[config.mk]
export PLATFORM = sky130hd
export DESIGN_NAME = base64url_encoder_flat
export DESIGN_NICKNAME = d
export VERILOG_FILES = /design/src/design/b64u_pkg.sv /design/src/design/b64u_in_if.sv /design/src/design/b64u_out_if.sv /design/src/design/b64u_front.sv /design/src/design/b64u_queue.sv /design/src/design/b64u_back.sv /design/src/design/base64url_encoder.sv /design/src/flat_wrapper.sv
export SDC_FILE = /design/constraint.sdc
export NUM_CORES = 1
export LEC_CHECK = 0
export BUFFER_PORTS_ARGS = -buffer_cell sky130_fd_sc_hd__buf_2
export CORE_ASPECT_RATIO = 0.7
export CORE_MARGIN = 4
export CORE_UTILIZATION = 35
export CTS_CLUSTER_SIZE = 14
export DETAILED_ROUTE_END_ITERATION = 6
export PLACE_DENSITY = 0.59
export SLEW_MARGIN = 10
export SYNTH_ARGS = -nofsm -noshare
export SYNTH_HDL_FRONTEND = slang
export SYNTH_SLANG_ARGS = --single-unit
[constraint.sdc]
create_clock -name clk -period 5 [get_ports clk]
set_input_delay 0 -clock clk [delete_from_list [all_inputs] [get_ports clk]]
set_output_delay 0 -clock clk [all_outputs]
set_load 0.005 [all_outputs]
[src/design/b64u_pkg.sv]
`default_nettype none
// ============================================================================
// b64u_pkg
// shared types, constants and the sextet-to-character map of the base64url
// encoder
// ============================================================================
package b64u_pkg;

    // width of one 6-bit group and of one ascii character
    localparam int unsigned GRP_W  = 6;
    localparam int unsigned CHAR_W = 7;
    localparam int unsigned BYTE_W = 8;

    // depth of the queue between front and back
    localparam int unsigned QUEUE_DEPTH = 2;
    localparam int unsigned QPTR_W      = (QUEUE_DEPTH > 1) ? $clog2(QUEUE_DEPTH) : 1;
    localparam int unsigned QCNT_W      = $clog2(QUEUE_DEPTH + 1);

    // alphabet boundaries
    localparam logic [GRP_W-1:0]  UPPER_END = 6'd26;
    localparam logic [GRP_W-1:0]  LOWER_END = 6'd52;
    localparam logic [GRP_W-1:0]  DIGIT_END = 6'd62;
    localparam logic [GRP_W-1:0]  GRP_DASH  = 6'd62;
    localparam logic [CHAR_W-1:0] ASC_UPPER_A = 7'h41;
    localparam logic [CHAR_W-1:0] ASC_LOWER_A = 7'h61;
    localparam logic [CHAR_W-1:0] ASC_ZERO    = 7'h30;
    localparam logic [CHAR_W-1:0] ASC_DASH    = 7'h2D;
    localparam logic [CHAR_W-1:0] ASC_USCORE  = 7'h5F;

    // one classified byte: first group, optional second group, final mark
    typedef struct packed {
        logic [GRP_W-1:0] grp0;
        logic [GRP_W-1:0] grp1;
        logic             two;
        logic             fin;
    } b64u_entry_t;

    // front status seen by the top level
    typedef struct packed {
        logic at_block_start;
    } b64u_front_stat_t;

    // queue status seen by the top level
    typedef struct packed {
        logic full;
        logic empty;
    } b64u_queue_stat_t;

    // 6-bit group to url-safe ascii character
    function automatic logic [CHAR_W-1:0] sextet_to_ascii(input logic [GRP_W-1:0] grp);
        logic [CHAR_W-1:0] g7;
        logic [CHAR_W-1:0] res;
        g7 = {1'b0, grp};
        if (grp < UPPER_END)
            res = ASC_UPPER_A + g7;
        else if (grp < LOWER_END)
            res = ASC_LOWER_A + g7 - {1'b0, UPPER_END};
        else if (grp < DIGIT_END)
            res = ASC_ZERO + g7 - {1'b0, LOWER_END};
        else if (grp == GRP_DASH)
            res = ASC_DASH;
        else
            res = ASC_USCORE;
        return res;
    endfunction

endpackage
`default_nettype wire

[src/design/b64u_in_if.sv]
`default_nettype none
// ============================================================================
// b64u_in_if
// byte channel into the encoder: valid, ready, message byte and final mark
// ============================================================================
interface b64u_in_if;
    logic       valid;
    logic       ready;
    logic [7:0] message_byte;
    logic       final_byte;

    modport source (output valid, output message_byte, output final_byte, input ready);
    modport sink   (input valid, input message_byte, input final_byte, output ready);
endinterface
`default_nettype wire

[src/design/b64u_out_if.sv]
`default_nettype none
// ============================================================================
// b64u_out_if
// character channel out of the encoder: valid, ready, character and last mark
// ============================================================================
interface b64u_out_if;
    logic       valid;
    logic       ready;
    logic [6:0] symbol_char;
    logic       last_symbol;

    modport source (output valid, output symbol_char, output last_symbol, input ready);
    modport sink   (input valid, input symbol_char, input last_symbol, output ready);
endinterface
`default_nettype wire

[src/design/b64u_front.sv]
`default_nettype none
// ============================================================================
// b64u_front
// takes message bytes, tracks the 3-byte block phase and carried bits, and
// splits each byte into one or two 6-bit groups for the queue
// ============================================================================
module b64u_front
    import b64u_pkg::*;
(
    input  wire logic             clk,
    input  wire logic             rst_n,
    input  wire logic             in_valid,
    input  wire logic [BYTE_W-1:0] in_byte,
    input  wire logic             in_final,
    input  wire logic             queue_full,
    output logic                  in_ready,
    output logic                  push,
    output b64u_entry_t           push_entry,
    output b64u_front_stat_t      stat
);

    typedef enum logic [2:0] {
        PH0 = 3'b001,
        PH1 = 3'b010,
        PH2 = 3'b100
    } phase_t;

    phase_t     phase_reg, phase_next;
    logic [3:0] carry_reg, carry_next;

    // accept whenever the queue has room
    assign in_ready = !queue_full;
    assign push     = in_valid && in_ready;
    assign stat.at_block_start = (phase_reg == PH0);

    // split the byte by phase
    always_comb
    begin
        push_entry.fin = in_final;
        unique case (phase_reg)
            PH1:
            begin
                push_entry.grp0 = {carry_reg[1:0], in_byte[7:4]};
                push_entry.grp1 = {in_byte[3:0], 2'b00};
                push_entry.two  = in_final;
                phase_next      = PH2;
                carry_next      = in_byte[3:0];
            end
            PH2:
            begin
                push_entry.grp0 = {carry_reg, in_byte[7:6]};
                push_entry.grp1 = in_byte[5:0];
                push_entry.two  = 1'b1;
                phase_next      = PH0;
                carry_next      = 4'd0;
            end
            default:
            begin
                push_entry.grp0 = in_byte[7:2];
                push_entry.grp1 = {in_byte[1:0], 4'b0000};
                push_entry.two  = in_final;
                phase_next      = PH1;
                carry_next      = {2'b00, in_byte[1:0]};
            end
        endcase
        // a final byte ends the message
        if (in_final)
        begin
            phase_next = PH0;
            carry_next = 4'd0;
        end
    end

    // phase and carry registers
    always_ff @(posedge clk or negedge rst_n)
    begin
        if (!rst_n)
        begin
            phase_reg <= PH0;
            carry_reg <= 4'd0;
        end
        else if (push)
        begin
            phase_reg <= phase_next;
            carry_reg <= carry_next;
        end
    end

endmodule
`default_nettype wire

[src/design/b64u_queue.sv]
`default_nettype none
// ============================================================================
// b64u_queue
// short fifo of classified items between the front and the back
// ============================================================================
module b64u_queue
    import b64u_pkg::*;
(
    input  wire logic  clk,
    input  wire logic  rst_n,
    input  wire logic  push,
    input  b64u_entry_t push_entry,
    input  wire logic  pop,
    output b64u_entry_t head,
    output logic       head_valid,
    output b64u_queue_stat_t stat
);

    b64u_entry_t        slot_reg [QUEUE_DEPTH];
    logic [QPTR_W-1:0]  wr_ptr_reg, rd_ptr_reg;
    logic [QCNT_W-1:0]  count_reg, count_next;
    logic               do_push, do_pop;

    assign stat.full  = (count_reg == QCNT_W'(QUEUE_DEPTH));
    assign stat.empty = (count_reg == '0);
    assign head_valid = !stat.empty;
    assign head       = slot_reg[rd_ptr_reg];

    assign do_push = push && !stat.full;
    assign do_pop  = pop && !stat.empty;

    // occupancy
    always_comb
    begin
        count_next = count_reg;
        if (do_push && !do_pop)
            count_next = count_reg + 1'b1;
        else if (do_pop && !do_push)
            count_next = count_reg - 1'b1;
    end

    // pointers and count
    always_ff @(posedge clk or negedge rst_n)
    begin
        if (!rst_n)
        begin
            wr_ptr_reg <= '0;
            rd_ptr_reg <= '0;
            count_reg  <= '0;
        end
        else
        begin
            if (do_push)
                wr_ptr_reg <= (wr_ptr_reg == QPTR_W'(QUEUE_DEPTH - 1)) ? '0 : wr_ptr_reg + 1'b1;
            if (do_pop)
                rd_ptr_reg <= (rd_ptr_reg == QPTR_W'(QUEUE_DEPTH - 1)) ? '0 : rd_ptr_reg + 1'b1;
            count_reg <= count_next;
        end
    end

    // storage
    always_ff @(posedge clk)
    begin
        if (do_push)
            slot_reg[wr_ptr_reg] <= push_entry;
    end

endmodule
`default_nettype wire

[src/design/b64u_back.sv]
`default_nettype none
// ============================================================================
// b64u_back
// drains the queue and sends one character per cycle while out_ready is
// high through an output register, holding the second group of an item
// until its turn
module b64u_back
    import b64u_pkg::*;
(
    input  wire logic        clk,
    input  wire logic        rst_n,
    input  b64u_entry_t      head,
    input  wire logic        head_valid,
    output logic             pop,
    output logic             out_valid,
    input  wire logic        out_ready,
    output logic [CHAR_W-1:0] out_char,
    output logic             out_last
);

    logic              valid_reg;
    logic [CHAR_W-1:0] char_reg;
    logic              last_reg;
    logic              sec_pend_reg;
    logic [GRP_W-1:0]  sec_grp_reg;
    logic              sec_last_reg;
    logic              load;

    assign out_valid = valid_reg;
    assign out_char  = char_reg;
    assign out_last  = last_reg;

    // output register free or being emptied this cycle
    assign load = !valid_reg || out_ready;
    assign pop  = load && !sec_pend_reg && head_valid;

    // control
    always_ff @(posedge clk or negedge rst_n)
    begin
        if (!rst_n)
        begin
            valid_reg    <= 1'b0;
            sec_pend_reg <= 1'b0;
        end
        else if (load)
        begin
            if (sec_pend_reg)
            begin
                valid_reg    <= 1'b1;
                sec_pend_reg <= 1'b0;
            end
            else if (head_valid)
            begin
                valid_reg    <= 1'b1;
                sec_pend_reg <= head.two;
            end
            else
                valid_reg <= 1'b0;
        end
    end

    // character and held second group
    always_ff @(posedge clk)
    begin
        if (load)
        begin
            if (sec_pend_reg)
            begin
                char_reg <= sextet_to_ascii(sec_grp_reg);
                last_reg <= sec_last_reg;
            end
            else if (head_valid)
            begin
                char_reg     <= sextet_to_ascii(head.grp0);
                last_reg     <= 1'b0;
                sec_grp_reg  <= head.grp1;
                sec_last_reg <= head.fin;
            end
        end
    end

endmodule
`default_nettype wire

[src/design/base64url_encoder.sv]
`default_nettype none
// ============================================================================
// base64url_encoder
// unpadded url-safe base64 encoder: one message byte in, one or two
// characters out, last character of the message marked
// ============================================================================
//  channel   direction  payload                        handshake
//  msg       in         message_byte[7:0], final_byte  valid / ready
//  sym       out        symbol_char[6:0], last_symbol  valid / ready
//
//  a byte emits one character, or two on the third byte of a block and on
//  the final byte; the back sends one character per cycle while sym ready
//  is high, so an item fills the output register with one or two
//  characters (about four characters per three bytes). the first
//  character of a byte is registered in a queue slot and then in the output
//  register before it is valid on sym. bytes enter through a two-entry
//  queue; msg ready drops while the queue holds two items, even in a cycle
//  where the back pops. reset clears the phase, queue and output valid;
//  after a final byte the next byte starts a new message.
// ============================================================================
module base64url_encoder
    import b64u_pkg::*;
(
    input  wire logic   clk,
    input  wire logic   rst_n,
    b64u_in_if.sink     msg,
    b64u_out_if.source  sym
);

    b64u_entry_t      push_entry;
    b64u_entry_t      head;
    b64u_front_stat_t front_stat;
    b64u_queue_stat_t queue_stat;
    logic             push;
    logic             pop;
    logic             head_valid;

    // byte classification
    b64u_front u_front (
        .clk        (clk),
        .rst_n      (rst_n),
        .in_valid   (msg.valid),
        .in_byte    (msg.message_byte),
        .in_final   (msg.final_byte),
        .queue_full (queue_stat.full),
        .in_ready   (msg.ready),
        .push       (push),
        .push_entry (push_entry),
        .stat       (front_stat)
    );

    // item queue
    b64u_queue u_queue (
        .clk        (clk),
        .rst_n      (rst_n),
        .push       (push),
        .push_entry (push_entry),
        .pop        (pop),
        .head       (head),
        .head_valid (head_valid),
        .stat       (queue_stat)
    );

    // character output
    b64u_back u_back (
        .clk        (clk),
        .rst_n      (rst_n),
        .head       (head),
        .head_valid (head_valid),
        .pop        (pop),
        .out_valid  (sym.valid),
        .out_ready  (sym.ready),
        .out_char   (sym.symbol_char),
        .out_last   (sym.last_symbol)
    );

    // a final byte returns the front to the start of a block
    a_final_resets_phase: assert property (@(posedge clk) disable iff (!rst_n)
        msg.valid && msg.ready && msg.final_byte |=> front_stat.at_block_start)
        else $error("phase not cleared after final byte");

    // no byte is taken while the queue is full
    a_full_blocks_input: assert property (@(posedge clk) disable iff (!rst_n)
        queue_stat.full |-> !msg.ready)
        else $error("byte accepted into a full queue");

    // queue never reports full and empty together
    a_queue_state: assert property (@(posedge clk) disable iff (!rst_n)
        !(queue_stat.full && queue_stat.empty))
        else $error("queue full and empty at once");

    // the back only pops an item that is there
    a_pop_valid: assert property (@(posedge clk) disable iff (!rst_n)
        pop |-> head_valid)
        else $error("pop from an empty queue");

endmodule
`default_nettype wire

[src/flat_wrapper.sv]
// flat-port wrapper written by rule: the top's interface ports become plain ports
module base64url_encoder_flat import b64u_pkg::*;
  (clk, rst_n, msg_valid, msg_message_byte, msg_final_byte, msg_ready, sym_valid, sym_symbol_char, sym_last_symbol, sym_ready);
  b64u_in_if msg_i ();
  b64u_out_if sym_i ();
  input  wire logic clk;
  input  wire logic rst_n;
  input wire logic [$bits(msg_i.valid)-1:0] msg_valid;
  input wire logic [$bits(msg_i.message_byte)-1:0] msg_message_byte;
  input wire logic [$bits(msg_i.final_byte)-1:0] msg_final_byte;
  output wire logic [$bits(msg_i.ready)-1:0] msg_ready;
  output wire logic [$bits(sym_i.valid)-1:0] sym_valid;
  output wire logic [$bits(sym_i.symbol_char)-1:0] sym_symbol_char;
  output wire logic [$bits(sym_i.last_symbol)-1:0] sym_last_symbol;
  input wire logic [$bits(sym_i.ready)-1:0] sym_ready;
  assign msg_i.valid = msg_valid;
  assign msg_i.message_byte = msg_message_byte;
  assign msg_i.final_byte = msg_final_byte;
  assign msg_ready = msg_i.ready;
  assign sym_valid = sym_i.valid;
  assign sym_symbol_char = sym_i.symbol_char;
  assign sym_last_symbol = sym_i.last_symbol;
  assign sym_i.ready = sym_ready;
  base64url_encoder u_core (.clk(clk), .rst_n(rst_n), .msg(msg_i), .sym(sym_i));
endmodule
Yosys cells after proc, flatten, opt, wreduce, memory -nomap -nowiden:

Memory sizes are Yosys's and may differ from the RTL's.
Index checks and enable logic that the tools add are counted.

* $add $sub $neg: 14
* magnitude comparators: 6
* equal/unequal tests: 6
* muxes and demuxes: 27
* bitwise operators: 2
* reductions and logical operators: 18

Operators with widths (count)
* $mux 7: 10
* $add 7x6->7 const A: 4
* $pmux 13 s2: 1
* $lt 6x6->1 const B: 4
* $add 6x6->7 const A: 2
* $sub 7x5->7 const B: 2
* $sub 7x6->7 const B: 2
* $eq 6x6->1 const B: 2
* $lt 6x5->1 const B: 2
* $mux 1: 10
* $pmux 4 s2: 1
* $logic_and 1x1->1: 7
* $logic_not 1->1: 6
* $pmux 3 s2: 1
* $mux 2: 2
* $mux 4: 1
* $eq 3x2->1 const B: 1
* $eq 3x3->1 const B: 1
* $mux 3: 1
* $reduce_and 3->1: 1
* $add 1x1->1 const B: 2
* $add 2x1->2 const B: 1
* $eq 2x2->1 const B: 1
* $logic_not 2->1: 1
* other kinds (6): 7

* bits in registers: 28
* bits in writable memories: 28
* input port bits: 13
* word-level logic and storage cells: 85
* memories kept: 1

Memories
* u_core.u_queue.slot_reg: words 2, width 14, read ports 1, clocked after memory_dff 0, write ports 1, RTL line b64u_queue.sv:19 `b64u_entry_t slot_reg [QUEUE_DEPTH];`

Logic depth before layout (Yosys ltp):

* depth after elaboration: 8
* mapped depth: 10

Cells and area by module:

From an unflattened synthesis, not the netlist that was laid out.

* cell total of the unflattened synthesis: 296
* area, all modules: 3363.2 µm²

By module, submodules not included
* b64u_back: times used 1, cells an instance 145, area each 1388.8 µm², seq. area each 500.5 µm²
* b64u_queue: times used 1, cells an instance 64, area each 1270.0 µm², seq. area each 940.9 µm²
* b64u_front: times used 1, cells an instance 87, area each 704.4 µm², seq. area each 176.4 µm²

Worst setup path before layout:

No wires, ideal clock.

* path type: flip-flop to flip-flop
* start: register u_core.u_queue.rd_ptr_reg
* end: register u_core.u_back.char_reg[4] (netlist: u_core.u_back.out_char[4]), data pin
* library setup time: 0.268 ns
* arrival time: 2.239 ns
* data required time: 4.732 ns
* path slack: 2.492 ns
* stages on the path, launching flop included: 11
* cells stage by stage: dfrtp_1 > buf_6 > mux2i_1 > inv_1 > ha_1 > a211oi_1 > a21oi_2 > or2_0 > buf_2 > a211oi_1 > o41ai_1

* cells in the longest elaborated chain, start to end: 8

Ends and longest elaborated chain
* from (decl): RTL line b64u_queue.sv:20 `logic [QPTR_W-1:0] wr_ptr_reg, rd_ptr_reg;`
* from (signal assigned): RTL line b64u_queue.sv:56 `rd_ptr_reg <= (rd_ptr_reg == QPTR_W'(QUEUE_DEPTH - 1)) ? '0 : rd_ptr_reg + 1'b1;`
* $mem_v2 2x14 (*)
* $add 6x6->7 / $eq 6x6->1 (equally long branches): RTL line b64u_pkg.sv:59, b64u_pkg.sv:60
* $sub 7x6->7 / $mux 7 (equally long branches): RTL line b64u_pkg.sv:59, b64u_pkg.sv:60
* $mux 7: RTL line b64u_pkg.sv:58 `else if (grp < DIGIT_END)`
* $mux 7: RTL line b64u_pkg.sv:56 `else if (grp < LOWER_END)`
* $mux 7 (*): RTL line b64u_pkg.sv:54 `if (grp < UPPER_END)`
* $mux 7 (*): RTL line b64u_back.sv:72 `else if (head_valid)`
* $mux 7 (*): RTL line b64u_back.sv:67 `if (sec_pend_reg)`
* to (signal assigned): RTL line b64u_back.sv:69 `char_reg <= sextet_to_ascii(sec_grp_reg);`
* to (signal assigned): RTL line b64u_back.sv:74 `char_reg <= sextet_to_ascii(head.grp0);`
* to (decl): RTL line b64u_back.sv:22 `logic [CHAR_W-1:0] char_reg;`

Mark *: on every way between the ends. The rest lies on a longest branch, timed or not. The select of a mux whose other input is x is not followed.
A chain may end at the register's enable or synchronous reset.

Worst setup path after layout:

Ends and elaborated chain as after synthesis.

==> results.json <==
{
  "status": "finished clean",
  "netlist_area_mm2": 0.00319,
  "coreArea_mm2": 0.00865,
  "grt_use_met2_pct": 18.8,
  "power_uw": 2400,
  "crit_family": "compound AO/OA/AOI/OAI gates",
  "wl_per_cell_um": 15.3,
  "crit_buf_inv": 2,
  "grt_pass1_vias": 2212,
  "critPathLaunch": "u_core.u_queue.rd_ptr_reg",
  "regToRegSetupSlack_ps": 1530,
  "drcViolationCount": 0,
  "async_reset_ff_share_pct": 23.2,
  "arrival_ps": 3500,
  "p_sw_share_pct": 40.0,
  "critPathRequiredTime_ps": 5030,
  "io_pins": 23,
  "drt-total-wl_um": 6800,
  "postSynthCellCount": 295,
  "slew_headroom_pct": 36.5,
  "crit_slowest_cell": "dfrtp_1",
  "skew_ps": 10.7,
  "period_needed_ps": 3470,
  "slowest_delay_ps": 790,
  "clock-root-buffer": "clkbuf_16",
  "synth_most_common_cell": "edfxtp_1",
  "setup_slack_ps": 1530,
  "cp_max_fo": 18,
  "p_leak_uw": 0.00141,
  "grt_use_met3_pct": 3.10,
  "fmax_ghz": 0.288,
  "synth_cell_types": 65,
  "dp_cells": 429,
  "die_h_um": 87.9,
  "clkPwrFrac_pct": 16.7,
  "antenna_found_initial": 0,
  "post-place-ws_ps": 1520,
  "firstDrtPassIters": 5,
  "finalCritPeriodShare_pct": 69.4,
  "diodes": 0,
  "cellPowerDensity_mw_per_mm2": 660,
  "antenna_left": 0,
  "grt_max_degree": 19,
  "worstReg2RegStart": "u_core.u_queue.rd_ptr_reg",
  "dr_total_vias": 2292,
  "gp_congestion": 0.857,
  "synth_common_cells": "edfxtp_1, nand2_1, inv_1",
  "seqPwrFrac_pct": 38.7,
  "ys.flop_type": "edfxtp_1",
  "r2r-end": "u_core.u_back.out_char[4]",
  "grt_pass1_wl_um": 11200,
  "synth_area_leaders": "edfxtp_1, dfrtp_1, nand2_1",
  "holdPathStages": 4,
  "grt_usage_pct": 13.2,
  "intPower_uw": 1440,
  "io_buffers": 22,
  "tns_ps": 0,
  "nets": 346,
  "synth-edff-count": 43,
  "yosysTopAreaCell": "edfxtp_1",
  "combinationalPowerShare_pct": 44.6,
  "cts_tree": "done",
  "dpl.hpwl_um": 5010,
  "drt_iter0_markers": 221,
  "drive_gt1_share_pct": 18.0,
  "htreeDepth": 2,
  "hp-start": "sym_ready",
  "grt-busiest-layer": "met1",
  "met1_usage_pct": 20.7,
  "area_delta_synth_final_pct": 14.2,
  "synth_warnings": 0,
  "clock_latency_ps": 290,
  "numCtsBuffers": 5,
  "die_area_mm2": 0.0107,
  "maxCapViolations": 0,
  "yosysSeqAreaShare_pct": 50.7,
  "finalMaxSlewViolations": 0,
  "start_util_pct": 36.9,
  "setup_violations": 0,
  "rows": 28,
  "p_sw_uw": 962,
  "rsz0062_at_grt": "no",
  "min_to": "u_core.u_back.sec_pend_reg",
  "vdd_drop_max_mv": 0.239,
  "critical_path_class": "reg -> reg",
  "cts_buffer_depth": 2,
  "holdCritPathClass": "in -> reg",
  "crit_chain": "buf_4 -> mux2i_2 -> inv_1 -> ha_1 -> a211oi_1 -> a21oi_2 -> or2_0 -> a211oi_1 -> o41ai_1",
  "synth.avg_cell_area_um2": 10.8,
  "cp-end-kind": "flop",
  "stdcell_count": 443,
  "ys_ff_latch": 56,
  "reg2regPathDepth": 9,
  "synth_top_area_share_pct": 40.4,
  "crit_top_cell": "a211oi_1",
  "finalHoldViolations": 0,
  "largest_register_ffs": 28,
  "dieWidth_um": 122,
  "startpoint_type": "flop",
  "path_clk_slew_ps": 70,
  "synth_nets": 319,
  "worst_pin_slew_ps": 952,
  "clock_sinks": 56,
  "grt-ovfl-total": 0,
  "via_per_inst": 5.17
}
## worst register-to-register path, delay by kind of cell, from the launching register on
family | cells | cell delay (ps)
mux | 1 | 410
compound gates | 4 | 840
buf+inv | 2 | 470
fa+ha+maj | 1 | 310
flops | 1 | 790
simple gates | 1 | 390
## placed cells by master (no fill, tap or decap), drive strengths merged, types with 3 or more instances in the layout
cell type	synthesis	final
inv	19	20
nor2b	3	3
a211oi	5	5
nor3	3	3
nor4	3	3
ha	11	11
edfxtp	43	43
a21oi	13	13
nor2	19	19
nand2	41	41
o221ai	3	3
nand4b	3	3
xnor2	4	4
nand4	3	3
and3	4	4
dlygate4sd3	0	6
o211ai	6	6
mux2	12	12
mux2i	3	3
dfrtp	12	12
and2	3	3
nand3	7	7
a22oi	8	8
o21ai	15	15
buf	6	26
clkbuf	6	5
nand2b	3	3
## stage by stage
stage / instance area, µm² / hold slack, ps / util [%]
2_1_floorplan: 3190 / -296 / -
3_3_place_gp: 3410 / -88.0 / 39.5
3_5_place_dp: 3410 / -88.3 / 39.5
4_1_cts: 3650 / 17.1 / 42.1
5_1_grt: 3650 / 51.6 / 42.1
6_report: 3650 / 21.4 / 42.1
## logic make-up after synthesis
family / after synthesis / synth area share (%)
AOI/OAI and AO/OA: 76 / 17.2
muxes: 15 / 5.41
buffers and inverters: 31 / 4.39
adders and majority gates: 11 / 4.31
and+or+nand+nor: 100 / 16.4
DFF: 56 / 50.7
xor gates and xnor gates: 6 / 1.65
## layer usage
layer,up-vias,wire [µm]
li1,1161,-
met1,1071,3680
met2,56,2710
met3,4,365
met4,0,33
met5,-,0
## power groups by stage
stage	sequential, µW	clock [µW]	combinational, µW
floorplan	860	0	861
global placement	936	0	1040
detailed placement	941	0	1060
CTS	932	409	1070
global route	962	431	1200
finish	931	402	1070
## cell type report
type	count	area [µm²]
Fill cell	839	5010
Sequential cell	56	1620
Multi-Input combinational cell	208	1440
Clock buffer	5	125
Inverter	19	71.3
Clock inverter	3	46.3
Tap cell	120	150
Timing Repair Buffer	32	200
## timing repair
action / 4_1_cts / 5_1_grt
hold buffers: 6 / 0
resized for setup: 0 / 0
buffers inserted: 0 / 0
hold endpoints to repair: 19 / 0
## worst max path at each step
stage / cells after the start / to
final: 9 / u_core.u_back.out_char[4]
after CTS: 8 / u_core.u_back.out_char[3]
after global routing: 9 / u_core.u_back.out_char[4]
after floorplan: 10 / u_core.u_back.out_char[4]
after global placement: 8 / u_core.u_back.out_char[3]
after detailed placement: 8 / u_core.u_back.out_char[3]
(Power assumes the default switching activity.)
